===== config.mk =====
export PLATFORM = sky130hd
export DESIGN_NAME = rpmm_integ
export DESIGN_NICKNAME = d
export VERILOG_FILES = /design/src/sv/rpmm_pkg.sv /design/src/sv/rpmm_integ.sv
export SDC_FILE = /design/constraint.sdc
export NUM_CORES = 1
export LEC_CHECK = 0
export ABC_AREA = 1
export BUFFER_PORTS_ARGS = -buffer_cell sky130_fd_sc_hd__buf_2
export CORE_MARGIN = 2
export CORE_UTILIZATION = 55
export CTS_CLUSTER_SIZE = 8
export DETAILED_ROUTE_END_ITERATION = 6
export PLACE_DENSITY = 0.82
export SYNTH_ARGS = -nofsm -noshare
export SYNTH_HDL_FRONTEND = slang
export SYNTH_SLANG_ARGS = --single-unit

===== constraint.sdc =====
create_clock -name clock -period 7.8 [get_ports clock]
set_input_delay 0.39 -clock clock [delete_from_list [all_inputs] [get_ports clock]]
set_output_delay 0.39 -clock clock [all_outputs]
set_load 0.01 [all_outputs]

===== src/sv/rpmm_pkg.sv =====
// rpmm_pkg: shared widths, register reset values, csr index codes and pipeline control type
// for the rate pid motor mixer; depends on nothing
`timescale 1ns / 1ps
`default_nettype none

package rpmm_pkg;

   localparam int unsigned NUM_AXES = 3;
   localparam int unsigned DATA_W   = 16;  // q8.8 fields and gains
   localparam int unsigned LIM_W    = 15;  // symmetric limits
   localparam int unsigned ERR_W    = 17;  // target minus measured, exact
   localparam int unsigned DIFF_W   = 18;  // error minus previous error
   localparam int unsigned PROD_W   = 34;  // 17 x 17 signed product
   localparam int unsigned SUM_W    = 35;  // sum of the three q16.16 terms
   localparam int unsigned RND_W    = SUM_W - 8;
   localparam int unsigned MIX_W    = 19;  // thrust plus three torques
   localparam int unsigned IDX_W    = 3;

   // derivative gain, unsigned q8.8, fixed at build time
   localparam logic [DATA_W-1:0] KD_GAIN = 16'd0;

   localparam logic [DATA_W-1:0] KP_RP_RST    = 16'd3840;
   localparam logic [DATA_W-1:0] KI_RP_RST    = 16'd51;
   localparam logic [DATA_W-1:0] KP_YAW_RST   = 16'd5120;
   localparam logic [DATA_W-1:0] KI_YAW_RST   = 16'd77;
   localparam logic [LIM_W-1:0]  INT_LIM_RST  = 15'd768;
   localparam logic [LIM_W-1:0]  TRQ_LIM_RST  = 15'd1280;
   localparam logic [DATA_W-1:0] FLOOR_RST    = 16'd0;
   localparam logic [DATA_W-1:0] CEILING_RST  = 16'd65535;

   typedef enum logic [IDX_W-1:0] {
      CSR_KP_RP    = 3'd0,
      CSR_KI_RP    = 3'd1,
      CSR_KP_YAW   = 3'd2,
      CSR_KI_YAW   = 3'd3,
      CSR_INT_LIM  = 3'd4,
      CSR_TRQ_LIM  = 3'd5,
      CSR_FLOOR    = 3'd6,
      CSR_CEILING  = 3'd7
   } csr_index_type;

   // per-stage load strobes, one per stage boundary from the input register to the torque stage
   typedef struct packed {
      logic load_b;   // input register into error / integral stage
      logic load_c;   // error stage into product stage
      logic load_d;   // product stage into torque stage
   } pipe_ctrl_type;

endpackage

`default_nettype wire


===== src/sv/rpmm_integ.sv =====
// rpmm_integ: per-axis error, clamped integral and derivative difference, with the
// integral and previous error state; depends on rpmm_pkg
`timescale 1ns / 1ps
`default_nettype none

module rpmm_integ (
   input  wire                                          clock,
   input  wire                                          reset,
   input  wire rpmm_pkg::pipe_ctrl_type                 ctrl,
   input  wire logic signed [rpmm_pkg::DATA_W-1:0]      target   [rpmm_pkg::NUM_AXES],
   input  wire logic signed [rpmm_pkg::DATA_W-1:0]      meas     [rpmm_pkg::NUM_AXES],
   input  wire logic        [rpmm_pkg::LIM_W-1:0]       int_limit,
   output logic signed      [rpmm_pkg::ERR_W-1:0]       err_ff   [rpmm_pkg::NUM_AXES],
   output logic signed      [rpmm_pkg::ERR_W-1:0]       acc_ff   [rpmm_pkg::NUM_AXES],
   output logic signed      [rpmm_pkg::DIFF_W-1:0]      diff_ff  [rpmm_pkg::NUM_AXES]
);

   logic signed [rpmm_pkg::ERR_W-1:0] integ_ff [rpmm_pkg::NUM_AXES];
   logic signed [rpmm_pkg::ERR_W-1:0] prev_ff  [rpmm_pkg::NUM_AXES];
   logic signed [rpmm_pkg::ERR_W-1:0] err_in   [rpmm_pkg::NUM_AXES];
   logic signed [rpmm_pkg::ERR_W-1:0] acc_in   [rpmm_pkg::NUM_AXES];
   logic signed [rpmm_pkg::DIFF_W-1:0] diff_in [rpmm_pkg::NUM_AXES];

   logic signed [rpmm_pkg::DIFF_W-1:0] lim_pos;
   logic signed [rpmm_pkg::DIFF_W-1:0] lim_neg;

   assign lim_pos = $signed({3'b000, int_limit});
   assign lim_neg = -lim_pos;

   for (genvar ax = 0; ax < rpmm_pkg::NUM_AXES; ax++) begin : g_axis
      logic signed [rpmm_pkg::DIFF_W-1:0] sum;

      assign err_in[ax]  = $signed({target[ax][rpmm_pkg::DATA_W-1], target[ax]})
                         - $signed({meas[ax][rpmm_pkg::DATA_W-1], meas[ax]});
      assign sum         = $signed({integ_ff[ax][rpmm_pkg::ERR_W-1], integ_ff[ax]})
                         + $signed({err_in[ax][rpmm_pkg::ERR_W-1], err_in[ax]});
      assign acc_in[ax]  = (sum > lim_pos) ? lim_pos[rpmm_pkg::ERR_W-1:0] :
                           (sum < lim_neg) ? lim_neg[rpmm_pkg::ERR_W-1:0] :
                                             sum[rpmm_pkg::ERR_W-1:0];
      assign diff_in[ax] = $signed({err_in[ax][rpmm_pkg::ERR_W-1], err_in[ax]})
                         - $signed({prev_ff[ax][rpmm_pkg::ERR_W-1], prev_ff[ax]});

      // controller state moves on once per transfer into this stage
      always_ff @(posedge clock) begin
         if (reset) begin
            integ_ff[ax] <= '0;
            prev_ff[ax]  <= '0;
         end else if (ctrl.load_b) begin
            integ_ff[ax] <= acc_in[ax];
            prev_ff[ax]  <= err_in[ax];
         end
      end

      always_ff @(posedge clock) begin
         if (ctrl.load_b) begin
            err_ff[ax]  <= err_in[ax];
            acc_ff[ax]  <= acc_in[ax];
            diff_ff[ax] <= diff_in[ax];
         end
      end
   end

endmodule

`default_nettype wire


* After elaboration in Yosys (flattened, before gate mapping) *
Memory sizes are Yosys's and may differ from the RTL's.
Cells that the tools add are included.

storage, ports and cells
  bits of input ports = 116
  bits in writable memories = 102
  register bits after elaboration = 156
  word-level logic and storage cells = 50
  bits in latches = 0
  bits in read-only memories = 0
  memories = 2

memories
  name      depth  bits a word  rd ports  clocked after Yosys merged registers in  write ports  RTL line          text
  integ_ff  3      17           3         0                                        3            rpmm_integ.sv:18  logic signed [rpmm_pkg::ERR_W-1:0] integ_ff [rpmm_pkg::NUM_AXES];
  prev_ff   3      17           3         0                                        3            rpmm_integ.sv:19  logic signed [rpmm_pkg::ERR_W-1:0] prev_ff [rpmm_pkg::NUM_AXES];

cells by class
  equal/unequal tests = 0
  shifts and indexed selects = 0
  $lt $le $gt $ge = 6
  divide/modulo/power cells = 0
  add/sub/neg operators = 10
  mux-type cells = 17
  reductions and logical operators = 0
  $mul = 0
  bitwise logic cells = 6

operators with widths
  kind              number
  $mux W17          12
  $add A17 B17 Y18  3
  $gt A18 B16 Y1    3
  $lt A18 B18 Y1    3
  $sub A17 B17 Y18  3
  $sub A16 B16 Y17  3
  $neg A15 Y18      1
  $or A1 B1 Y1      6
  $mux W1           5

* Longest topological paths before layout *
  depth after elaboration = 6
  mapped depth = 39
  mapped depth without buffers = 37

* Worst setup path after synthesis *
Ideal clock, no wire load.

  path kind = input to register
  start point = in target[32] in the netlist's numbering
  end point = mem integ_ff[0][3] in the netlist's numbering (data pin)
  slack = 2.405 ns
  setup time = 0.266 ns
  data arrival time = 5.129 ns
  data required time = 7.534 ns
  stages = 38
  cells stage by stage = inv_1 > ha_1 > inv_1 > fa_1 > nand2_1 > inv_1 > o21ai_0 > nand2_1 > nand2_1 > o211ai_1 > a21boi_0 > o21ai_0 > a21oi_1 > xor2_1 > inv_1 > ha_1 > a21oi_1 > nor3_1 > [2 not listed] > nand2_2 > buf_2 > inv_1 > ha_1 > nand2_1 > inv_1 > nand3_1 > nor2_1 > nand4_1 > nand3_1 > nand2_1 > nand2_1 > clkbuf_1 > nand2_1 > o21ai_0 > nand2_1 > nand2_1 > nor2_1

RTL lines
  item         RTL line          text
  from (decl)  rpmm_integ.sv:10  input wire logic signed [rpmm_pkg::DATA_W-1:0] target [rpmm_pkg::NUM_AXES],
  to (decl)    rpmm_integ.sv:18

==> results.md <==
- Detailed Route Iter0 Violations: 1,350
- Core area: about 35,000 um^2
- CP max FO: 31
- Root Driver: clkbuf_16
- Die Ht: just under 200 um
- Clk buf depth: 3
- Area growth, synth to finish: 14.4%
- Post-route DRC: 0
- Clock insertion delay at the later pin of the skew report: 540 ps
- DRT Pass-1 Iters: 6
- Fraction of layout cells with a size suffix above 1: between 10% and 20%
- CTS clk-pin slew, worst paths: roughly 50 ps
- Dominant synthesized flop cell: edfxtp_1
- HP Class: in -> reg
- Global-route wire length before repair: between 80,000 and 90,000 um
- Reg2reg end: integ_ff[1][14]
- Final hold violation count: 0
- Worst hold start: ctrl[2]
- Post-route ant nets: 0
- Power Density: about 440 nW/um^2
- Crit Path Category: in -> reg
- Leakage power: ~11 nW
- Rows: 69
- Sequential area share after synthesis: 39.5%
- Largest family of logic cells by synthesized area: simple AND/OR/NAND/NOR gates
- Maximum VDD drop: around 0.00025 V
- Hold_buf cts: 0
- Post-Synth Adder-Cell Area: roughly 17%
- Mapped Cells: 2,281
- Clock Skews: 15.3 ps
- Clock Sinks: ~260
- Most frequent cells in the layout: nand2_1 (444), inv_1 (398), buf_2 (268)
- DIE AREA: around 37,000 um^2
- Syn Nets: 2,657
- Most common cell after layout, fill and taps aside: nand2_1
- Hold Path Sink: err_ff[12]
- R2r worst-path depth: 21
- WL final: 51,500 um
- Synth unique cells: 54
- Critical Path RT: about 8000 ps
- Slew margin rel.: a little under two fifths
- FFs w/ async S/R, synth: 0%
- Minimum clock period: between 6000 and 7000 ps
- Synthesized area: 19,600 um^2
- Post-CTS Setup Inserts: 0
- Final period utilization: 80.5%
- Final TNS setup: 0 ps
- # nets final: about 3,000
- Synth Area in Compound Gates: between 10% and 20%
- Crit-path slowest cell: nand2_1
- CP endpoint kind: flop
- H-tree levels: 2
- CTS resizes: 0
- Crit path DAT: 6540 ps
- EDFF count, synth: 258
- Routed via count: roughly 17,000
- Reg2reg setup slack: about 3000 ps
- Grt total ovfl: 0
- Port bufs: about 270
- Vias in the first global route: approximately 16,000
- Pin count of the biggest net entering global routing: 68
- Synth Warn #: 0
- Worst Slack Setup Final: between 1500 and 2000 ps
- GRT Overall Usage: between 20 and 30%
- Placer congestion estimate: about 0.92
- Drt via density: 5.50
- Maximum capacitance violations: 0
- HPWL Detailed: between 30,000 and 40,000 um
- Setup Viol. Count Final: 0
- Least-Margin Pin Slew: about 950 ps
- Worst setup SP type: input port
- Fmax: about 160 MHz
- Initial Util: 55.6%
- Slew Viols, Final: 0
- Mean Syn Cell Area: 8.60 um^2
- Hold path depth: 1
- Die width: around 190 um
- Worst r2r src: integ_ff[1][12]
- Initial antenna violation count: 4
- Mux cell area share after synthesis: 0%
- I/O pin count: 272
- Post-synthesis xor/xnor area fraction: approximately 6.0%
- Num CTS Buffers: 38
- DR WL/cell: roughly 17 um
- RSZ-0062 raised after global routing: false
- Outcome: finished clean
- Number of synthesized register bits: approximately 260
- DP Worst Slack: slightly above 1000 ps
- CP peak stage delay: approximately 610 ps
- CTS tree: yes
- Most frequent CP cell: nand2_1
- Simple-Gate Fraction of Synth Area: a little under a fifth
through the flow:
step | total power, W | hold WS (ps) | util (%) | area (um^2) | cells
2_1_floorplan | 0.00676 | 502 | - | 19600 | 2281
3_3_place_gp | 0.00809 | 619 | 60.7 | 21400 | 2988
3_5_place_dp | 0.00829 | 626 | 60.7 | 21400 | 2988
4_1_cts | 0.00980 | 270 | 63.5 | 22400 | 3031
5_1_grt | 0.0107 | 291 | 63.5 | 22400 | 3035
6_report | 0.00986 | 274 | 63.5 | 22400 | 3035
power by group:
part           switching, W  internal (W)
Sequential         0.000149       0.00223
Combinational       0.00400       0.00203
Clock              0.000586      0.000860
worst max-delay path: cells and delay by family:
family / cells / cell delay [ps]
AO/OA/AOI/OAI: 9 / 1650
XOR/XNOR: 1 / 240
adder cells (fa/ha/maj): 4 / 1230
buffers and inverters: 8 / 730
AND/OR/NAND/NOR: 15 / 2280
cells in the mapped netlist (3+ instances only):
cell | n | area share [%]
nor2_1 | 173 | 3.3
o21bai_1 | 9 | 0.34
clkbuf_1 | 14 | 0.27
fa_1 | 9 | 0.92
ha_1 | 251 | 16
buf_6 | 6 | 0.34
o21ai_2 | 5 | 0.22
nand2_4 | 6 | 0.34
a21o_1 | 11 | 0.42
a21oi_2 | 9 | 0.40
a21boi_0 | 12 | 0.46
xnor2_1 | 40 | 1.8
inv_1 | 398 | 7.6
nand2_1 | 445 | 8.5
o21ai_1 | 7 | 0.18
nand4_1 | 20 | 0.64
o211ai_1 | 7 | 0.27
nand3_2 | 9 | 0.46
a31oi_1 | 13 | 0.41
edfxtp_1 | 258 | 39
buf_2 | 6 | 0.15
nor3_1 | 25 | 0.64
nor2_2 | 3 | 0.096
nand2_2 | 15 | 0.48
o21a_1 | 3 | 0.11
a211oi_1 | 3 | 0.11
o21ai_0 | 101 | 2.6
xor2_1 | 90 | 4.0
a21oi_1 | 168 | 4.3
nor4_1 | 3 | 0.096
o31ai_1 | 7 | 0.27
nand3_1 | 126 | 3.2
final cells by class:
cell class	count	area [um^2]
fill	2904	12900
multi-input combinational	1594	10200
sequential	258	7750
inverter	401	1510
timing repair buffer	274	1390
clock buffer	38	951
tap	461	577
clock inverter	5	43.8
antenna	4	10.0
cell families (layout without fill, tap and decap cells):
family	count (synthesis)	in the layout
flops	258	258
fa+ha+maj	260	260
buf+inv	429	718
compound gates	360	360
simple gates	842	842
other cells	0	4
xor+xnor	132	132
state kept, by name (all words and copies together), names as in the netlist:
signal / count
prev_ff: 51
integ_ff: 51
err_ff: 51
diff_ff: 54
acc_ff: 51
routing by layer:
metal	up-vias	part of all wire [%]	global-route usage [%]
li1	8177	-	-
met1	7768	42	35.6
met2	642	48	47.0
met3	115	6.6	3.66
met4	0	3.0	10.3
met5	-	0	0
how the worst max path moves through the flow:
stage	to	startpoint	slack [ps]
3_5_place_dp	integ_ff[0][14]	target[32]	1010
4_1_cts	integ_ff[0][14]	target[32]	1540
2_1_floorplan	integ_ff[0][3]	target[32]	2400
6_report	integ_ff[0][14]	target[32]	1520
3_3_place_gp	integ_ff[0][14]	target[32]	1210
5_1_grt	integ_ff[0][14]	target[32]	660
Note: power is estimated with default switching activity, not from simulation.
