<file path="src/sv/rpmm_pkg.sv">
// rpmm_pkg: shared widths, register reset values, csr index codes and pipeline control type
// for the rate pid motor mixer; depends on nothing
`timescale 1ns / 1ps
`default_nettype none

package rpmm_pkg;

   localparam int unsigned NUM_AXES = 3;
   localparam int unsigned DATA_W   = 16;  // q8.8 fields and gains
   localparam int unsigned LIM_W    = 15;  // symmetric limits
   localparam int unsigned ERR_W    = 17;  // target minus measured, exact
   localparam int unsigned DIFF_W   = 18;  // error minus previous error
   localparam int unsigned PROD_W   = 34;  // 17 x 17 signed product
   localparam int unsigned SUM_W    = 35;  // sum of the three q16.16 terms
   localparam int unsigned RND_W    = SUM_W - 8;
   localparam int unsigned MIX_W    = 19;  // thrust plus three torques
   localparam int unsigned IDX_W    = 3;

   // derivative gain, unsigned q8.8, fixed at build time
   localparam logic [DATA_W-1:0] KD_GAIN = 16'd0;

   localparam logic [DATA_W-1:0] KP_RP_RST    = 16'd3840;
   localparam logic [DATA_W-1:0] KI_RP_RST    = 16'd51;
   localparam logic [DATA_W-1:0] KP_YAW_RST   = 16'd5120;
   localparam logic [DATA_W-1:0] KI_YAW_RST   = 16'd77;
   localparam logic [LIM_W-1:0]  INT_LIM_RST  = 15'd768;
   localparam logic [LIM_W-1:0]  TRQ_LIM_RST  = 15'd1280;
   localparam logic [DATA_W-1:0] FLOOR_RST    = 16'd0;
   localparam logic [DATA_W-1:0] CEILING_RST  = 16'd65535;

   typedef enum logic [IDX_W-1:0] {
      CSR_KP_RP    = 3'd0,
      CSR_KI_RP    = 3'd1,
      CSR_KP_YAW   = 3'd2,
      CSR_KI_YAW   = 3'd3,
      CSR_INT_LIM  = 3'd4,
      CSR_TRQ_LIM  = 3'd5,
      CSR_FLOOR    = 3'd6,
      CSR_CEILING  = 3'd7
   } csr_index_type;

   // per-stage load strobes, one per stage boundary from the input register to the torque stage
   typedef struct packed {
      logic load_b;   // input register into error / integral stage
      logic load_c;   // error stage into product stage
      logic load_d;   // product stage into torque stage
   } pipe_ctrl_type;

endpackage

`default_nettype wire

</file>
<file path="src/sv/rpmm_mixer.sv">
// rpmm_mixer: x-frame mixing of thrust and three torques into four clamped motor thrusts;
// depends on rpmm_pkg
`timescale 1ns / 1ps
`default_nettype none

module rpmm_mixer (
   input  wire logic        [rpmm_pkg::DATA_W-1:0] thrust,
   input  wire logic signed [rpmm_pkg::DATA_W-1:0] tx,
   input  wire logic signed [rpmm_pkg::DATA_W-1:0] ty,
   input  wire logic signed [rpmm_pkg::DATA_W-1:0] tz,
   input  wire logic        [rpmm_pkg::DATA_W-1:0] thrust_floor,
   input  wire logic        [rpmm_pkg::DATA_W-1:0] thrust_ceiling,
   output logic             [rpmm_pkg::DATA_W-1:0] motor_one,
   output logic             [rpmm_pkg::DATA_W-1:0] motor_two,
   output logic             [rpmm_pkg::DATA_W-1:0] motor_three,
   output logic             [rpmm_pkg::DATA_W-1:0] motor_four
);

   localparam int unsigned EXT_W = rpmm_pkg::MIX_W - rpmm_pkg::DATA_W;

   logic signed [rpmm_pkg::MIX_W-1:0] t_ext, x_ext, y_ext, z_ext;
   logic signed [rpmm_pkg::MIX_W-1:0] lo, hi;
   logic signed [rpmm_pkg::MIX_W-1:0] m1, m2, m3, m4;

   // floor first, ceiling second: a ceiling under the floor wins
   function automatic logic [rpmm_pkg::DATA_W-1:0] clamp_motor(
      input logic signed [rpmm_pkg::MIX_W-1:0] v,
      input logic signed [rpmm_pkg::MIX_W-1:0] vlo,
      input logic signed [rpmm_pkg::MIX_W-1:0] vhi
   );
      logic signed [rpmm_pkg::MIX_W-1:0] r;
      r = (v < vlo) ? vlo : v;
      r = (r > vhi) ? vhi : r;
      return r[rpmm_pkg::DATA_W-1:0];
   endfunction

   assign t_ext = $signed({{EXT_W{1'b0}}, thrust});
   assign x_ext = $signed({{EXT_W{tx[rpmm_pkg::DATA_W-1]}}, tx});
   assign y_ext = $signed({{EXT_W{ty[rpmm_pkg::DATA_W-1]}}, ty});
   assign z_ext = $signed({{EXT_W{tz[rpmm_pkg::DATA_W-1]}}, tz});
   assign lo    = $signed({{EXT_W{1'b0}}, thrust_floor});
   assign hi    = $signed({{EXT_W{1'b0}}, thrust_ceiling});

   assign m1 = t_ext + x_ext + y_ext - z_ext;
   assign m2 = t_ext - x_ext - y_ext - z_ext;
   assign m3 = t_ext - x_ext + y_ext + z_ext;
   assign m4 = t_ext + x_ext - y_ext + z_ext;

   assign motor_one   = clamp_motor(m1, lo, hi);
   assign motor_two   = clamp_motor(m2, lo, hi);
   assign motor_three = clamp_motor(m3, lo, hi);
   assign motor_four  = clamp_motor(m4, lo, hi);

endmodule

`default_nettype wire

</file>
<file path="config.mk">
export PLATFORM = sky130hd
export DESIGN_NAME = rpmm_mixer
export DESIGN_NICKNAME = d
export VERILOG_FILES = /design/src/sv/rpmm_pkg.sv /design/src/sv/rpmm_mixer.sv
export SDC_FILE = /design/constraint.sdc
export NUM_CORES = 1
export LEC_CHECK = 0
export ABC_AREA = 1
export CAP_MARGIN = 15
export CELL_PAD_IN_SITES_DETAIL_PLACEMENT = 1
export CELL_PAD_IN_SITES_GLOBAL_PLACEMENT = 2
export CORE_MARGIN = 5
export CORE_UTILIZATION = 37
export DETAILED_ROUTE_END_ITERATION = 8
export DONT_BUFFER_PORTS = 1
export GPL_TIMING_DRIVEN = 0
export PLACE_DENSITY_LB_ADDON = 0.1
export SYNTH_ARGS = -nofsm -noshare
export SYNTH_HDL_FRONTEND = slang
export SYNTH_SLANG_ARGS = --single-unit
export TNS_END_PERCENT = 100
</file>
<file path="constraint.sdc">
create_clock -name vclk -period 13.74
set_clock_uncertainty 0.2 [all_clocks]
set_input_delay 2.748 -clock vclk [all_inputs]
set_output_delay 2.748 -clock vclk [all_outputs]
set_load 0.02 [all_outputs]
</file>
# After elaboration in Yosys (flattened, before gate mapping)

Index checks and enable logic that the tools add are counted.

Bits in registers: 0
Latch bits: 0
RAM bits: 0
Bits in read-only memories: 0
Output and inout port bits: 64
Logic and storage cells: 26
Memories: 0

Add/sub/neg operators: 10
$mul: 0
Div/mod/pow operators: 0
Magnitude comparators: 8
Eq/ne operators: 0
Shift-type cells: 0
Multiplexer cells: 8
Bitwise logic cells: 0
Reduce and logical (&&, ||, !) cells: 0

Operator list:

| cell                                                       | number |
|---|---|
| 19-bit by 17-bit greater-than comparator with 1-bit output | 4 |
| 19-bit by 17-bit < comparator with 1-bit output            | 4 |
| 19-bit 2-to-1 mux                                          | 4 |
| 16-bit 2-to-1 mux                                          | 4 |
| 18-bit by 16-bit adder with 19-bit output                  | 2 |
| 19-bit by 16-bit adder with 19-bit output                  | 2 |
| 18-bit by 16-bit subtractor with 19-bit output             | 2 |
| 19-bit by 16-bit subtractor with 19-bit output             | 2 |
| 17-bit by 16-bit adder with 18-bit output                  | 1 |
| 17-bit by 16-bit subtractor with 18-bit output             | 1 |

# Depth between registers and ports, before layout

Depth after elaboration: 7
Gate-level depth with buffers: 55
Mapped depth without buffers: 52

# Least setup slack after synthesis

No wires, ideal clock.

Path type: input to output
Start point: in thrust[0] (netlist bit)
End point: out motor_three[10] (netlist bit)
Arrival time: 9.137 ns
Data required time: 10.792 ns
Slack: 1.655 ns
Cell stages on the path: 47
Buffers on the path: 3
Cells stage by stage: inv_1 > ha_1 > fa_1 > inv_1 > a31oi_1 > o21ai_1 > a21boi_0 > o21ai_1 > xor2_1 > fa_1 > ha_1 > nand2_1 > nor2_1 > nor2_1 > nand4_1 > and2_1 > ha_1 > nand2_1 > (+11 left out) > o21ai_0 > ha_1 > nand2_1 > inv_1 > nand2_1 > nand2_1 > a21oi_1 > nand2_1 > nand2_1 > nand2_1 > nand2_1 > nand2_1 > nand2_1 > nand3_4 > nand2_4 > buf_12 > nand2_1 > nand2_1

Word-level cells in the longest chain between the ends: 7

Ends and longest elaborated chain:

| what                                                       | line             | text |
|---|---|---|
| start: declaration                                         | rpmm_mixer.sv:7  | `input wire logic [rpmm_pkg::DATA_W-1:0] thrust,` |
| 17-bit by 16-bit subtractor with 18-bit output (*)         | rpmm_mixer.sv:46 | `assign m3 = t_ext - x_ext + y_ext + z_ext;` |
| 18-bit by 16-bit adder with 19-bit output (*)              | rpmm_mixer.sv:46 |  |
| 19-bit by 16-bit adder with 19-bit output (*)              | rpmm_mixer.sv:46 |  |
| 19-bit by 17-bit < comparator with 1-bit output            | rpmm_mixer.sv:32 | `r = (v < vlo) ? vlo : v;` |
| 19-bit 2-to-1 mux (*)                                      | rpmm_mixer.sv:32 |  |
| 19-bit by 17-bit greater-than comparator with 1-bit output | rpmm_mixer.sv:33 | `r = (r > vhi) ? vhi : r;` |
| 16-bit 2-to-1 mux (*)                                      | rpmm_mixer.sv:33 |  |
| end: declaration                                           | rpmm_mixer.sv:15 | `output logic [rpmm_pkg::DATA_W-1:0] motor_three,` |

Mark *: on every way between the ends. The rest lies on a longest branch, timed or not.

# Worst setup path in the final report

Start point: in thrust[0] (netlist bit)
End point: out motor_two[14] (netlist bit)

Word-level cells in the longest chain between the ends: 7

Ends and longest elaborated chain:

| what                                                       | line             | text |
|---|---|---|
| 17-bit by 16-bit subtractor with 18-bit output (*)         | rpmm_mixer.sv:45 | `assign m2 = t_ext - x_ext - y_ext - z_ext;` |
| 18-bit by 16-bit subtractor with 19-bit output (*)         | rpmm_mixer.sv:45 |  |
| 19-bit by 16-bit subtractor with 19-bit output (*)         | rpmm_mixer.sv:45 |  |
| 19-bit by 17-bit < comparator with 1-bit output            | rpmm_mixer.sv:32 |  |
| 19-bit 2-to-1 mux (*)                                      | rpmm_mixer.sv:32 |  |
| 19-bit by 17-bit greater-than comparator with 1-bit output | rpmm_mixer.sv:33 |  |
| 16-bit 2-to-1 mux (*)                                      | rpmm_mixer.sv:33 |  |
| end: declaration                                           | rpmm_mixer.sv:14 | `output logic [rpmm_pkg::DATA_W-1:0] motor_two,` |

Marks and branches as above.

==> impl_metrics.csv <==
group,metric,value,unit
logic_synthesis,synth_most_common_cell,"nand2_1",
critical_path,cp.required,10.79,ns
run_status,status,"finished, final reports clean",
route,dr.pass1.iters,5,
floorplanning,rows,67,
timing,relSlewSlack,62.4,%
route,drtAntennaViolNets,0,
hold_path,hp-class,"input pin to output pin",
critical_path,cp.depth,50,
critical_path,cp_top_family,"adder cells",
placement,port_buffers,0,
floorplanning,pin_count,160,
layout,flops_and_latches,0,
floorplanning,die_area,37200,um^2
layout,diodes,0,
route,drt-initial-drc-count,409,
timing,finalCritPeriodShare,96.6,%
route,vias_per_cell,5.25,
layout,fin_area,13200,um^2
logic_synthesis,synth_top_area_share,23.9,%
critical_path,cp-end-kind,"output pin",
floorplanning,dieHeight,193,um
logic_synthesis,synth.avg_cell_area,6.17,um^2
logic_synthesis,synth_area_leaders,"ha_1 (24%), nand2_1 (17%), fa_1 (12%), inv_1 (9.5%), nand3_1 (6.4%)",
timing,worstMarginPinSlew,0.559,ns
timing,fmax,0.0753,GHz
logic_synthesis,yosysSeqAreaShare,0,%
route,routed_wl,50900,um
grt,antenna_found_initial,0,
critical_path,max_stage_delay,0.53,ns
critical_path,worstSetupEndpoint,"motor_two[14]",
clocking,cts.hold.buffers_added,0,
timing,setup_viol,0,
timing,rsz0062_at_grt,"true",
grt,grt_max_degree,11,
logic_synthesis,ys_types,42,
timing,maxSlewViolCount,0,
placement,gp_congestion,0.898,
logic_synthesis,synth_area_leader_cell,"ha_1",
floorplanning,die_x,193,um
logic_synthesis,synth_nets,2411,
route,drc,0,
layout,final-seq-area,0,um^2
grt,overflow,0,
critical_path,cpMaxStageDelayCell,"fa_1",
critical_path,path_common_cell,"nand2_1",
logic_synthesis,synthCells,2004,
route,avgRoutedWirePerCell,20.8,um
layout,final_nets,2410,
route,via_count,12800,
logic_synthesis,yosysWarnings,0,
grt,grt_pass1_vias,13600,
logic_synthesis,synthTopCellsByCount,"nand2_1 (561), inv_1 (314), ha_1 (236)",
layout,clockBufferCount,0,
layout,drive_gt1_share,6.05,%
critical_path,crit_type,"input pin to output pin",
timing,hold_viol_final,0,
critical_path,crit_start,"thrust[0]",
placement,postPlaceCellArea,12900,um^2
timing,min_period,13.28,ns
flow_run,maxCapViolations,0,
grt,grt_pass1_wl,76800,um
logic_synthesis,syn_area,12400,um^2
critical_path,worstPathMaxFanout,10,
critical_path,path_buf_inv,8,
layout,syn_to_final_growth,6.77,%
grt,grt_usage,26.7,%
floorplanning,start_util,37.1,%
floorplanning,core,33300,um^2
critical_path,crit_path_start_kind,"input pin",
placement,dpl.hpwl,46700,um
timing,fin_hold_ws,5.47,ns
critical_path,crit_arrival,10.33,ns
hold_path,hold_depth,2,
what timing repair did:
action	CTS	global route
setup endpoints to repair	58	64
resized for setup	10	84
pin swaps	0	1
setup buffers	0	2
final cells by class:
cell class                      count  area, um^2
Buffer                             30         186
Fill cell                        4553       20100
Inverter                          323        1220
Multi-Input combinational cell   1646       11200
Tap cell                          448         561
Timing Repair Buffer                2        15.0
metal layers:
layer  global-route usage [%]  routed length, um  vias to the layer above
met2                     50.0              25200                      260
met4                     4.94               1110                        0
met5                        0                  0                        -
met1                     32.8              22100                     6120
li1                         -                  -                     6419
met3                     3.49               2480                       48
how the worst min path moves through the flow:
stage                            start            end  slack (ns)
CTS                 thrust_ceiling[11]  motor_two[11]        5.47
floorplan           thrust_ceiling[10]  motor_two[10]        5.46
global route        thrust_ceiling[11]  motor_two[11]        5.48
detailed placement  thrust_ceiling[11]  motor_two[11]        5.47
global placement    thrust_ceiling[11]  motor_two[11]        5.47
finish               thrust_ceiling[7]   motor_two[7]        5.47
per-stage QoR:
| step | util [%] | std cells | worst slack [ns] | setup TNS [ns] |
|---|---|---|---|---|
| 2_1_floorplan | - | 2004 | 1.66 | 0 |
| 3_3_place_gp | 38.8 | 2452 | -0.203 | -4.11 |
| 3_5_place_dp | 38.8 | 2452 | -0.388 | -10.60 |
| 4_1_cts | 38.9 | 2451 | 0.0266 | 0 |
| 5_1_grt | 39.6 | 2449 | -0.0242 | -0.0652 |
| 6_report | 39.6 | 2449 | 0.461 | 0 |
cell families after synthesis:
group                      after synthesis  synth area share (%)
adders and majority gates              311                  36.0
buffers and inverters                  358                  11.3
AOI/OAI and AO/OA                      274                  12.3
and+or+nand+nor                        972                  33.9
xor gates and xnor gates                89                  6.43
cell usage in the layout, fill, tap and decap left out, types with 27 or more instances in the layout:
cell	count
xor2_1	54
nand3_1	156
ha_1	228
a21oi_1	118
fa_1	74
o21ai_0	71
nor2_1	134
inv_1	314
nand2_1	549
nand4_1	27
nand2_2	37
Power is not shown: default switching activity piles up to over one toggle a cycle in this logic, so the estimate is an artifact.
